### src/rtl/core/lrcv_pkg.sv
// shared types and constants for the log record checksum validator
// no dependencies
package lrcv_pkg;

    localparam logic [31:0] FNV_BASIS = 32'd2166136261;
    localparam logic [31:0] FNV_MULT  = 32'd16777619;

    localparam int CNT_W = 3;

    typedef logic [31:0] t_hash;
    typedef logic [7:0]  t_byte;

endpackage

### src/rtl/core/log_record_checksum_validator_core.sv
// log record checksum validator: sequencer around one shared fnv step unit
// header item: busy after the accept while it hashes magic, sequence and page bytes (S_MAG, S_H1, S_SEQ, S_PAGE)
// payload item: hashed in the accept cycle; last byte adds the S_FIN finish step, result registered
// the finish cycle waits while an earlier result is still held at the output
// synchronous active-low reset clears state, flags, counters and output valid, payload hash to fnv basis
// depends on lrcv_pkg and lrcv_fnv_step
module log_record_checksum_validator_core #(
    parameter int PAGE_ID_BYTES = 4
) (
    input  logic                  i_clk,
    input  logic                  i_rst_n,
    input  logic                  i_cfg_we,
    input  logic [31:0]           i_cfg_data,
    input  logic                  i_in_valid,
    output logic                  o_in_ready,
    input  logic                  i_is_header,
    input  logic [31:0]           i_magic_word,
    input  logic [63:0]           i_sequence_number,
    input  logic [31:0]           i_page_number,
    input  logic [31:0]           i_stored_checksum,
    input  lrcv_pkg::t_byte       i_payload_byte,
    input  logic                  i_last_byte,
    output logic                  o_out_valid,
    input  logic                  i_out_ready,
    output lrcv_pkg::t_hash       o_computed_checksum,
    output logic                  o_record_ok,
    output logic                  o_scan_stopped,
    output logic [63:0]           o_next_sequence,
    output logic [31:0]           o_valid_count
);
    import lrcv_pkg::*;

    localparam logic [2:0] S_IDLE = 3'd0;
    localparam logic [2:0] S_MAG  = 3'd1;
    localparam logic [2:0] S_H1   = 3'd2;
    localparam logic [2:0] S_SEQ  = 3'd3;
    localparam logic [2:0] S_PAGE = 3'd4;
    localparam logic [2:0] S_FIN  = 3'd5;

    localparam logic [CNT_W-1:0] PAGE_LAST = CNT_W'(PAGE_ID_BYTES - 1);

    logic [2:0]       r_state;
    logic [CNT_W-1:0] r_cnt;
    logic [31:0]      r_exp_magic;
    logic [31:0]      r_magic;
    logic [31:0]      r_page;
    t_hash            r_acc;
    t_hash            r_h1;
    t_hash            r_hhash;
    t_hash            r_phash;
    logic [63:0]      r_held_seq;
    logic [31:0]      r_held_ck;
    logic             r_magic_ok;
    logic             r_stopped;
    logic [63:0]      r_next_seq;
    logic [31:0]      r_count;
    logic             r_out_valid;
    t_hash            r_out_sum;
    logic             r_out_ok;

    t_hash w_unit_h;
    t_byte w_unit_b;
    t_hash w_unit_o;
    t_byte w_page_byte;
    t_hash w_sum;
    logic  w_ok;
    logic  w_out_free;
    logic  w_accept;
    logic [63:0] w_cand;

    lrcv_fnv_step u_step (
        .i_hash (w_unit_h),
        .i_byte (w_unit_b),
        .o_hash (w_unit_o)
    );

    assign o_in_ready = (r_state == S_IDLE);
    assign w_accept   = i_in_valid && o_in_ready;
    assign w_out_free = !r_out_valid || i_out_ready;

    assign w_page_byte = r_cnt[CNT_W-1] ? 8'd0 : r_page[8*r_cnt[1:0] +: 8];

    always_comb begin
        w_unit_h = r_acc;
        w_unit_b = 8'd0;
        case (r_state)
            S_IDLE: begin
                w_unit_h = r_phash;
                w_unit_b = i_payload_byte;
            end
            S_MAG:  w_unit_b = r_magic[8*r_cnt[1:0] +: 8];
            S_H1:   w_unit_b = 8'd0;
            S_SEQ:  w_unit_b = r_held_seq[8*r_cnt +: 8];
            S_PAGE: w_unit_b = w_page_byte;
            S_FIN:  w_unit_h = r_hhash;
            default: w_unit_b = 8'd0;
        endcase
    end

    assign w_sum  = w_unit_o ^ r_phash;
    assign w_ok   = !r_stopped && r_magic_ok && (w_sum == r_held_ck);
    assign w_cand = r_held_seq + 64'd1;

    always_ff @(posedge i_clk) begin
        if (!i_rst_n) begin
            r_state     <= S_IDLE;
            r_cnt       <= '0;
            r_exp_magic <= '0;
            r_hhash     <= '0;
            r_phash     <= FNV_BASIS;
            r_held_seq  <= '0;
            r_held_ck   <= '0;
            r_magic_ok  <= 1'b0;
            r_stopped   <= 1'b0;
            r_next_seq  <= '0;
            r_count     <= '0;
            r_out_valid <= 1'b0;
        end else begin
            if (i_cfg_we) begin
                r_exp_magic <= i_cfg_data;
            end
            if (r_out_valid && i_out_ready) begin
                r_out_valid <= 1'b0;
            end
            case (r_state)
                S_IDLE: begin
                    if (w_accept) begin
                        if (i_is_header) begin
                            r_magic    <= i_magic_word;
                            r_page     <= i_page_number;
                            r_held_seq <= i_sequence_number;
                            r_held_ck  <= i_stored_checksum;
                            r_magic_ok <= (i_magic_word == r_exp_magic);
                            r_phash    <= FNV_BASIS;
                            r_acc      <= FNV_BASIS;
                            r_cnt      <= '0;
                            r_state    <= S_MAG;
                        end else begin
                            r_phash <= w_unit_o;
                            if (i_last_byte) begin
                                r_state <= S_FIN;
                            end
                        end
                    end
                end
                S_MAG: begin
                    r_acc <= w_unit_o;
                    r_cnt <= r_cnt + CNT_W'(1);
                    if (r_cnt == CNT_W'(3)) begin
                        r_state <= S_H1;
                    end
                end
                S_H1: begin
                    r_h1    <= w_unit_o;
                    r_acc   <= FNV_BASIS;
                    r_cnt   <= '0;
                    r_state <= S_SEQ;
                end
                S_SEQ: begin
                    r_acc <= w_unit_o;
                    r_cnt <= r_cnt + CNT_W'(1);
                    if (r_cnt == '1) begin
                        r_state <= S_PAGE;
                    end
                end
                S_PAGE: begin
                    r_acc <= w_unit_o;
                    r_cnt <= r_cnt + CNT_W'(1);
                    if (r_cnt == PAGE_LAST) begin
                        r_hhash <= r_h1 ^ w_unit_o;
                        r_state <= S_IDLE;
                    end
                end
                S_FIN: begin
                    if (w_out_free) begin
                        r_out_valid <= 1'b1;
                        r_out_sum   <= w_sum;
                        r_out_ok    <= w_ok;
                        r_phash     <= FNV_BASIS;
                        if (w_ok) begin
                            if (w_cand > r_next_seq) begin
                                r_next_seq <= w_cand;
                            end
                            if (r_count != '1) begin
                                r_count <= r_count + 32'd1;
                            end
                        end else begin
                            r_stopped <= 1'b1;
                        end
                        r_state <= S_IDLE;
                    end
                end
                default: r_state <= S_IDLE;
            endcase
        end
    end

    // stats are only updated in the finish cycle, so they match the held item
    assign o_out_valid         = r_out_valid;
    assign o_computed_checksum = r_out_sum;
    assign o_record_ok         = r_out_ok;
    assign o_scan_stopped      = r_stopped;
    assign o_next_sequence     = r_next_seq;
    assign o_valid_count       = r_count;

`ifndef SYNTHESIS
    a_stop_sticky: assert property (@(posedge i_clk) disable iff (!i_rst_n)
        r_stopped |=> r_stopped)
        else $error("stopped flag cleared");

    a_ok_not_stopped: assert property (@(posedge i_clk) disable iff (!i_rst_n)
        (o_out_valid && o_record_ok) |-> !o_scan_stopped)
        else $error("valid record reported with scan stopped");

    a_header_starts: assert property (@(posedge i_clk) disable iff (!i_rst_n)
        (w_accept && i_is_header) |=> (r_state == S_MAG))
        else $error("header item did not start hashing");

    a_fin_holds: assert property (@(posedge i_clk) disable iff (!i_rst_n)
        (r_state == S_FIN && !w_out_free) |=> (r_state == S_FIN && o_out_valid))
        else $error("finish cycle overwrote a pending result");
`endif

endmodule

### src/rtl/core/lrcv_fnv_step.sv
// one fnv-1a step: xor a byte into the hash, then multiply by the prime
// depends on lrcv_pkg
module lrcv_fnv_step (
    input  lrcv_pkg::t_hash i_hash,
    input  lrcv_pkg::t_byte i_byte,
    output lrcv_pkg::t_hash o_hash
);
    import lrcv_pkg::*;

    t_hash w_mix;

    assign w_mix  = i_hash ^ {24'd0, i_byte};
    assign o_hash = w_mix * FNV_MULT;

endmodule

### config.mk
export PLATFORM = sky130hd
export DESIGN_NAME = log_record_checksum_validator_core
export DESIGN_NICKNAME = d
export VERILOG_FILES = /design/src/rtl/core/lrcv_pkg.sv /design/src/rtl/core/log_record_checksum_validator_core.sv /design/src/rtl/core/lrcv_fnv_step.sv
export SDC_FILE = /design/constraint.sdc
export NUM_CORES = 1
export LEC_CHECK = 0
export ABC_CLOCK_PERIOD_IN_PS = 16600
export BUFFER_PORTS_ARGS = -buffer_cell sky130_fd_sc_hd__buf_2
export CAP_MARGIN = 15
export CORE_ASPECT_RATIO = 1.2
export CORE_MARGIN = 1
export CORE_UTILIZATION = 64
export CTS_BUF_LIST = sky130_fd_sc_hd__clkbuf_16
export DETAILED_ROUTE_END_ITERATION = 6
export PLACE_DENSITY_LB_ADDON = 0.12
export SYNTH_ARGS = -nofsm -noshare
export SYNTH_HDL_FRONTEND = slang
export SYNTH_SLANG_ARGS = --single-unit
### constraint.sdc
create_clock -name i_clk -period 16.6 [get_ports i_clk]
set_clock_uncertainty 0.15 [all_clocks]
set_input_delay 1.66 -clock i_clk [delete_from_list [all_inputs] [get_ports i_clk]]
set_output_delay 1.66 -clock i_clk [all_outputs]
set_load 0.02 [all_outputs]
=== Word level (Yosys, flattened, before mapping) ===
Cells that the tools add are included.
W data, S select, Z words.

* Logic and storage cells: 94
* Flip-flop bits (word level): 458
* Output and inout bits: 132

* Equality and inequality tests: 17
* Multiplexer cells: 24
* Magnitude comparators: 1
* Multipliers: 1
* Bitwise operators: 4
* Reductions and logical operators: 23
* $add $sub $neg: 3
* Shifts and indexed selects: 3

{| class="wikitable"
|+ Operators by type and width
! kind !! number
|-
| $mux W32 || 5
|-
| $pmux W32 S2 || 2
|-
| $pmux W32 S3 || 1
|-
| $add A64 B1 Y64 const B || 1
|-
| $eq A32 B32 Y1 || 2
|-
| $gt A64 B64 Y1 || 1
|-
| $shiftx A32 B6 Y8 || 2
|-
| $shiftx A64 B7 Y8 || 1
|-
| $xor A32 B32 Y32 || 2
|-
| $add A32 B1 Y32 const B || 1
|-
| $mul A32 B25 Y32 const B || 1
|-
| $ne A32 B32 Y1 const B || 1
|-
| $pmux W8 S4 || 1
|-
| $xor A32 B8 Y32 || 1
|-
| $mux W3 || 9
|-
| $pmux W3 S6 || 1
|-
| $reduce_and A4 Y1 || 4
|-
| $reduce_and A3 Y1 || 5
|-
| $eq A3 B2 Y1 const B || 3
|-
| $eq A3 B3 Y1 const B || 3
|-
| $pmux W3 S3 || 1
|-
| $mux W8 || 1
|-
| $ne A2 B2 Y1 const B || 4
|-
| $reduce_and A6 Y1 || 1
|-
| other kinds (14) || 22
|}

=== Longest topological paths before layout ===
Gate-level depths: netlist of run 1.

* Depth in word-level cells: 10
* Depth in mapped cells: 38
* Gate-level depth less buffers: 31

=== Hierarchy ===
A second synthesis of run 1 with hierarchy kept.

* Cells, all modules: 2924
* Area total of the unflattened synthesis: 28248.3 um^2

{| class="wikitable"
|+ Modules (own cells, without submodules)
! module !! cells each !! area each (um^2) !! instances
|-
| log_record_checksum_validator_core || 2292 || 22474.1 || 1
|-
| lrcv_fnv_step || 632 || 5774.3 || 1
|}

=== Least setup slack after synthesis of run 1 ===
No wires, ideal clock.

* Path type: flip-flop to flip-flop
* From: reg r_cnt[0]
* To: reg r_count[25] (netlist: o_valid_count[25])
* Slack: 6.973 ns
* Buffers on the path: 6
* Data arrival time: 9.406 ns
* Stages on the path, launching flop included: 33
* Data required time: 16.380 ns
* Clock period less this slack: 9.627 ns
* Cell sequence: dfxtp_1 > buf_6 > buf_6 > buf_1 > clkbuf_1 > mux4_2 > a22o_1 > a21oi_1 > o21ai_0 > xnor2_1 > ha_1 > ha_1 > fa_1 > ha_1 > fa_1 > ha_1 > inv_1 > fa_1 > inv_1 > ha_1 > a21oi_1 > o21ai_1 > nor4_2 > or2_1 > buf_2 > xor2_2 > o311ai_0 > a2111o_1 > or4_4 > or4_4 > buf_6 > or4_1 > a21oi_1

* Longest elaborated chain between the ends: 9
* Elaborated cells between the ends (all ways): 11
* Those cells by class: 1 x mul; 1 x eq/ne; 3 x shift; 2 x mux; 2 x bitwise; 2 x reduce/logical

{| class="wikitable"
|+ RTL lines
! element !! line !! source
|-
| start, declared || log_record_checksum_validator_core.sv:43 || <nowiki>logic [CNT_W-1:0] r_cnt;</nowiki>
|-
| start signal, assigned || log_record_checksum_validator_core.sv:148 || <nowiki>r_cnt <= r_cnt + CNT_W'(1);</nowiki>
|-
| start signal, assigned || log_record_checksum_validator_core.sv:161 || <nowiki>r_cnt <= r_cnt + CNT_W'(1);</nowiki>
|-
| start signal, assigned || log_record_checksum_validator_core.sv:168 || <nowiki>r_cnt <= r_cnt + CNT_W'(1);</nowiki>
|-
| $shiftx A32 B6 Y8 || log_record_checksum_validator_core.sv:81 || <nowiki>assign w_page_byte = r_cnt[CNT_W-1] ? 8'd0 : r_page[8*r_cnt[1:0] +: 8];</nowiki>
|-
| $mux W8 || log_record_checksum_validator_core.sv:81 ||
|-
| $pmux W8 S4 * || log_record_checksum_validator_core.sv:86 || <nowiki>case (r_state)</nowiki>
|-
| $xor A32 B8 Y32 * || lrcv_fnv_step.sv:12 || <nowiki>assign w_mix = i_hash ^ {24'd0, i_byte};</nowiki>
|-
| $mul A32 B25 Y32 * || lrcv_fnv_step.sv:13 || <nowiki>assign o_hash = w_mix * FNV_MULT;</nowiki>
|-
| $xor A32 B32 Y32 * || log_record_checksum_validator_core.sv:100 || <nowiki>assign w_sum = w_unit_o ^ r_phash;</nowiki>
|-
| $eq A32 B32 Y1 * || log_record_checksum_validator_core.sv:101 || <nowiki>assign w_ok = !r_stopped && r_magic_ok && (w_sum == r_held_ck);</nowiki>
|-
| $logic_and A1 B1 Y1 * || log_record_checksum_validator_core.sv:101 ||
|-
| $reduce_and A4 Y1 (no source line) * || - ||
|-
| end signal, assigned || log_record_checksum_validator_core.sv:185 || <nowiki>r_count <= r_count + 32'd1;</nowiki>
|-
| end, declared || log_record_checksum_validator_core.sv:56 || <nowiki>logic [31:0] r_count;</nowiki>
|}

Every way passes the cells marked *; elsewhere a longest branch is shown, timed or not.
A chain may end at the register's enable or synchronous reset.

=== Final worst setup path of run 1 ===
* From: reg r_state[2]
* To: reg r_next_seq[11] (netlist: o_next_sequence[11])

* Longest elaborated chain between the ends: 8
* Elaborated cells between the ends (all ways): 13
* Those cells by class: 1 x mul; 5 x eq/ne; 2 x mux; 2 x bitwise; 3 x reduce/logical

{| class="wikitable"
|+ RTL lines
! element !! line !! source
|-
| start, declared || log_record_checksum_validator_core.sv:42 || <nowiki>logic [2:0] r_state;</nowiki>
|-
| start signal, assigned || log_record_checksum_validator_core.sv:106 || <nowiki>r_state <= S_IDLE;</nowiki>
|-
| start signal, assigned || log_record_checksum_validator_core.sv:137 || <nowiki>r_state <= S_MAG;</nowiki>
|-
| start signal, assigned || log_record_checksum_validator_core.sv:141 || <nowiki>r_state <= S_FIN;</nowiki>
|-
| $eq A3 B3 Y1, or another cell as far along || log_record_checksum_validator_core.sv:86 ||
|-
| $pmux W8 S4 or $pmux W32 S2 (tied branches) || log_record_checksum_validator_core.sv:86 ||
|-
| $xor A32 B8 Y32 * || lrcv_fnv_step.sv:12 ||
|-
| $mul A32 B25 Y32 * || lrcv_fnv_step.sv:13 ||
|-
| named net u_step.o_hash[23] || lrcv_fnv_step.sv:6 || <nowiki>output lrcv_pkg::t_hash o_hash</nowiki>
|-
| $xor A32 B32 Y32 * || log_record_checksum_validator_core.sv:100 ||
|-
| $eq A32 B32 Y1 * || log_record_checksum_validator_core.sv:101 ||
|-
| $logic_and A1 B1 Y1 * || log_record_checksum_validator_core.sv:101 ||
|-
| $reduce_and A4 Y1 (no source line) * || - ||
|-
| end signal, assigned || log_record_checksum_validator_core.sv:182 || <nowiki>r_next_seq <= w_cand;</nowiki>
|-
| end, declared || log_record_checksum_validator_core.sv:55 || <nowiki>logic [63:0] r_next_seq;</nowiki>
|}

Mark *: on every way through the listed nets, which the timed path passes. The rest lies on a longest branch.

==> results of run 1 <==
[routing by layer]
layer	up-vias	track usage, %	wire [µm]
li1	11190	-	-
met1	11650	45.95	33150
met2	1093	65.90	43400
met3	282	6.272	6489
met4	8	20.90	5293
met5	-	0	48
[worst paths after layout]
kind	slack [ps]	endpoint	cells past startpoint
setup / recovery	5090	o_next_sequence[11]	30
setup reg to reg	5090	o_next_sequence[11]	30
hold / removal	300	r_hhash[4]	2
hold reg to reg	300	r_hhash[4]	2
[worst max-delay path: cells and delay by family (launching register included)]
kind	cells	cell delay, ps
buf+inv	6	1200
xor+xnor	2	490
compound gates	7	2920
flops	1	860
simple gates	6	2350
mux	1	230
fa+ha+maj	8	3010
[cell usage in the layout (no fill, tap or decap), drive strengths merged, types with 108 or more instances in the layout]
| cell | instances |
|---|---|
| nand2 | 474 |
| edfxtp | 161 |
| buf | 364 |
| nor2 | 157 |
| xnor2 | 183 |
| inv | 305 |
| mux2i | 108 |
| a21oi | 207 |
| dfxtp | 297 |
| ha | 250 |
[final cells by class]
class / instances / area, µm²
Antenna cell: 2 / 5.005
Multi-Input combinational cell: 2189 / 16520
Fill cell: 3373 / 12250
Sequential cell: 458 / 10780
Clock inverter: 38 / 282.8
Tap cell: 609 / 762.0
Inverter: 293 / 1105
Clock buffer: 47 / 1176
Timing Repair Buffer: 364 / 1898
[cell families after synthesis]
family	count (synthesis)	synth area share [%]
AOI/OAI and AO/OA	502	10.94
DFF	458	37.26
and+or+nand+nor	955	15.26
adders and majority gates	324	15.93
buffers and inverters	438	5.855
muxes	144	6.305
xor gates and xnor gates	264	8.449
[flip-flops by register name, indices dropped and copies added (netlist names), 32 cells and up]
signal	flops
r_acc	32
o_valid_count	32
o_next_sequence	64
r_page	32
r_hhash	32
r_h1	32
r_exp_magic	32
r_held_seq	64
r_magic	32
o_computed_checksum	32
r_held_ck	32
r_phash	32
[through the flow]
stage | hold slack, ps | utilization, %
after floorplan | 281.6 | -
after global placement | 289.3 | 69.31
after detailed placement | 297.3 | 69.32
after CTS | 302.8 | 72.58
after global routing | 331.5 | 72.65
final | 301.7 | 72.65
==> key figures, run 1 <==
Synth
  • Mapped Cells: 3,085
  • Post-Synthesis Cell Area: 28,940 µm²
  • Number of synthesized register bits: 458
  • Synth top cells by count: nand2_1 (474), dfxtp_1 (297), inv_1 (285), ha_1 (250), a21oi_1 (207)
  • Synth cell types: 88
  • Dominant cell type by area after synthesis: dfxtp_1
  • Synth Warn #: 0
  • Count leader, synth: nand2_1
  • Ys async rst share: 0%
  • Synthesized Nets: 3,616
  • Number of synthesized flops with an enable pin: 161
  • Synth Area per Inst: 9.379 µm²
  • Commonest register cell after synthesis: dfxtp_1
  • Yosys top cell area share: 20.55%
  • Area contributors post-synth: dfxtp_1 (21%), edfxtp_1 (17%), ha_1 (11%), nand2_1 (6.1%), xnor2_1 (5.4%)
  • Sequential-to-total area share from yosys stat: 37.26%

Cells and area
  • Fraction of layout instances using a drive strength above 1: 15.14%
  • Non-filler cells, final: 4,000
  • Synth-to-Final Area Change: 12.41%
  • Final #Nets: 3,883
  • Finished Cell Area: 32,530 µm²

Timing
  • Final-report hold violation count: 0
  • TNS Setup: 0 ps
  • # setup viols final: 0
  • RSZ-0062 raised after global routing: no
  • Slew @ Worst Pin: 1283 ps
  • Max Clk Rate: 86.86 MHz
  • Tmin final: 11,510 ps
  • Final worst slack: 5088 ps
  • Crit share post-route: 69.35%
  • Slew Limit Fails: 0
  • Relative slew slack: 14.17%

Global route
  • Gr usage total: 38.43%
  • Number of global-route vias before repair: 24.06k
  • First-pass GRT wire length: 135,500 µm
  • GRT Residual Overflow: 0
  • Largest net degree at the start of global routing: 84
  • Antenna violations before repair: 6

Critical path
  • CP startpoint: r_state[2]
  • Crit. End Element: register
  • Slowest cell on the critical path: nor4_1
  • Slowest stage delay, CP: 980 ps
  • Worst r2r src: r_state[2]
  • Critical path type: reg2reg
  • Critical Path RT: 16,890 ps
  • Startpoint Class: register
  • Worst EP arrival: 11,810 ps
  • Most common cell on crit path: ha_1
  • Max FO, Critical Path: 53

Clock tree
  • Post-CTS setup buffers: 0
  • Worst-path clk slew: 60 ps
  • Clk_lat worst skew: 600 ps
  • H-tree Lvls: 2
  • CTS Buffer Depth: 3
  • CTS tree: done
  • Post-CTS Hold Buffers: 0
  • CTS root buffer: clkbuf_16
  • Cts repair resizes: 0
  • CTS Buf Count: 46
  • Clock Sinks: 458

Place
  • Port bufs: 338
  • Pre-CTS setup slack: 5119 ps
  • Placement Cell Area: 31,040 µm²
  • Placer Congestion: 1.089
  • Inst Count DP: 3,911
  • Hpwl dp: 66,890 µm

Floorplan
  • Row cnt: 85
  • Die Ht: 234.9 µm
  • Num ports: 339
  • Die X: 196.1 µm
  • Core Area: 44,770 µm²
  • Total die area: 46,070 µm²
  • Starting Density: 64.62%

Hold path
  • Hold Startpoint: r_hhash[4]
  • Hold Path Class: reg2reg

Routing
  • First-pass detailed-route iteration total: 6
  • Detailed Route Iter0 Violations: 1,833
  • Drt total wl: 88,380 µm
  • DRC: 0
  • Via count: 24.22k
  • Avg Vias per Cell: 6.054
  • Final ANT Viol Nets: 0
  • Avg WL per Cell: 22.10 µm

Status
  • Status: complete, no violations

Flow run
  • Max-Cap Viols: 0
Power of run 1 is left out: the tool's default activity adds up to more than one toggle a clock period on the data nets, which glitch-free logic cannot reach.
==> inputs of run 2 (changes only) <==
--- a/config.mk
+++ b/config.mk
@@ -5,12 +5,12 @@
 export SDC_FILE = /design/constraint.sdc
 export NUM_CORES = 1
 export LEC_CHECK = 0
-export ABC_CLOCK_PERIOD_IN_PS = 16600
+export ABC_CLOCK_PERIOD_IN_PS = 10580
 export BUFFER_PORTS_ARGS = -buffer_cell sky130_fd_sc_hd__buf_2
 export CAP_MARGIN = 15
 export CORE_ASPECT_RATIO = 1.2
 export CORE_MARGIN = 1
-export CORE_UTILIZATION = 64
+export CORE_UTILIZATION = 54
 export CTS_BUF_LIST = sky130_fd_sc_hd__clkbuf_16
 export DETAILED_ROUTE_END_ITERATION = 6
 export PLACE_DENSITY_LB_ADDON = 0.12
==> constraint.sdc (replaced) <==
create_clock -name i_clk -period 10.58 [get_ports i_clk]
set_clock_uncertainty 0.15 [all_clocks]
set_input_delay 1.058 -clock i_clk [delete_from_list [all_inputs] [get_ports i_clk]]
set_output_delay 1.058 -clock i_clk [all_outputs]
set_load 0.02 [all_outputs]
==> run 2 against run 1 <==
  * Die area grew 18%
  * Clock-buffer cell count up 3
  * Hold slack better by 2.5 ps
  * Maximum frequency up 13%
  * Global-route usage down 5.9 points
  * Largest cell class unchanged
==> key figures, run 2 (synthesis results as in run 1) <==
Routing
  • Max Used Layer: met5
  • Via count: 23.94k (-1.1%)
  • Final ANT Viol Nets: 0 (unchanged)
  • First-pass detailed-route iteration total: 6 (unchanged)
  • Met2 wire len: 43,310 µm (-0.20%)
  • WL met3: 4957 µm (-24%)
  • DRC: 0 (unchanged)
  • Drt total wl: 88,910 µm (+0.60%)
  • Avg WL per Cell: 21.50 µm (-2.7%)
  • M1 wire length: 35,510 µm (+7.1%)
  • Detailed Route Iter0 Violations: 1,649 (-10%)
  • Avg Vias per Cell: 5.789 (-4.4%)

Floorplan
  • Starting Density: 54.88% (-9.7 points)
  • Num ports: 339 (unchanged)
  • Row cnt: 92 (+8.2%)
  • Die X: 213.3 µm (+8.8%)
  • Die Ht: 255.6 µm (+8.8%)
  • Total die area: 54,520 µm² (+18%)
  • Core Area: 52,720 µm² (+18%)

Critical path
  • Startpoint Class: register
  • Worst setup path endpoint: o_next_sequence[57]
  • Worst r2r src: r_cnt[1]
  • CP startpoint: r_cnt[1]
  • Slowest stage delay, CP: 750 ps (-230 ps)
  • Max FO, Critical Path: 31 (-42%)
  • Critical path type: reg2reg
  • Slowest cell on the critical path: dfxtp_2
  • Worst EP arrival: 10,520 ps (-1290 ps)
  • Reg-to-Reg End: o_next_sequence[57]
  • R2R Setup Slk: 360 ps (-4730 ps)
  • Critical Path RT: 10,870 ps (-6020 ps)
  • Crit. End Element: register
  • Most common cell on crit path: ha_1
  • R2R depth: 28 (-6.7%)

Cells and area
  • Most common cell after layout, fill and taps aside: nand2_1
  • Final #Nets: 3,920 (+0.95%)
  • Area of the multi-input gates: 16,520 µm² (about the same)
  • Most frequent cells in the layout: nand2_1 (474), buf_2 (337), inv_1 (295), dfxtp_1 (295), ha_1 (250)
  • Non-filler cells, final: 4,135 (+3.4%)
  • Synth-to-Final Area Change: 14.49%
  • Layout Utilization: 62.83% (-9.8 points)
  • Fill count: 4,616 (+37%)
  • Ant. Diodes: 0 (-2)
  • Register Area: 10,780 µm² (unchanged)
  • Fraction of layout instances using a drive strength above 1: 15.98% (+0.84 points)

Global route
  • Gr usage total: 32.55% (-5.9 points)
  • Number of global-route vias before repair: 23.47k (-2.4%)
  • GRT Residual Overflow: 0 (unchanged)
  • Antenna violations before repair: 8 (+2)
  • First-pass GRT wire length: 134,800 µm (-0.51%)
  • Largest net degree at the start of global routing: 93 (+11%)

Clock tree
  • Clock Sinks: 458 (unchanged)
  • Cts repair resizes: 0 (unchanged)
  • CTS root buffer: clkbuf_16
  • CTS tree: done
  • CTS Buffer Depth: 3 (unchanged)
  • H-tree Lvls: 2 (unchanged)
  • Clk_lat worst skew: 610 ps (about the same)
  • Worst-path clk slew: 60 ps (about the same)
  • CTS Buf Count: 49 (+6.5%)
  • Post-CTS setup buffers: 0 (unchanged)
  • Post-CTS Hold Buffers: 0 (unchanged)

Timing
  • Crit share post-route: 96.64% (+27 points)
  • Slew @ Worst Pin: 1197 ps (-86.16 ps)
  • Tmin final: 10,220 ps (-1287 ps)
  • Final-report hold violation count: 0 (unchanged)
  • Relative slew slack: 19.93% (+5.8 points)
  • RSZ-0062 raised after global routing: no
  • Final worst slack: 355.1 ps (-4733 ps)
  • # setup viols final: 0 (unchanged)
  • Slew Limit Fails: 0 (unchanged)
  • Max Clk Rate: 97.80 MHz (+13%)
  • TNS Setup: 0 ps (unchanged)

Place
  • Placer Congestion: 1.027 (-5.7%)
  • Inst Count DP: 4,042 (+3.3%)
  • Port bufs: 338 (unchanged)
  • Hpwl dp: 69,000 µm (+3.2%)
  • Pre-CTS setup slack: 400.6 ps (-4718 ps)

Flow run
  • Max-Cap Viols: 0 (unchanged)

Hold path
  • Hold Path Class: reg2reg

Status
  • Status: complete, no violations
-- run 2: how the worst min path moves through the flow --
stage,start,end,depth (start not counted)
5_1_grt,r_hhash[0],r_hhash[0],2
3_5_place_dp,r_hhash[13],r_hhash[13],2
4_1_cts,r_hhash[1],r_hhash[1],2
6_report,r_hhash[1],r_hhash[1],2
2_1_floorplan,r_hhash[11],r_hhash[11],2
3_3_place_gp,r_hhash[29],r_hhash[29],2
-- run 2: through the flow --
| stage | hold slack [ps] | area, µm² |
|---|---|---|
| after CTS | 305.7 | 33090 |
| after global placement | 291.8 | 31490 |
| after detailed placement | 296.9 | 31490 |
| after global routing | 322.2 | 33130 |
| final | 304.2 | 33130 |
| after floorplan | 281.6 | 28940 |
-- run 2: cell type report --
cell class / count / area share (%)
timing repair buffer: 398 / 6.723
clock inverter: 42 / 1.080
multi-input combinational: 2189 / 49.87
inverter: 293 / 3.335
sequential: 458 / 32.55
tap: 705 / 2.663
clock buffer: 50 / 3.777
-- run 2: worst max-delay path, delay by kind of cell, from the launching register on --
family	cells	cell delay (ps)
adders and majority gates	8	2990
AOI/OAI and AO/OA	6	1180
DFF	1	750
muxes	3	960
buffers and inverters	5	950
and+or+nand+nor	4	2130
xor gates and xnor gates	2	910
-- run 2: metal layers --
layer / GRT usage (%) / vias to the layer above
li1: - / 11260
met1: 40.65 / 11570
met2: 54.22 / 846
met3: 4.822 / 251
met4: 16.77 / 16
met5: 0 / -
Power of run 2 is left out for the same reason.
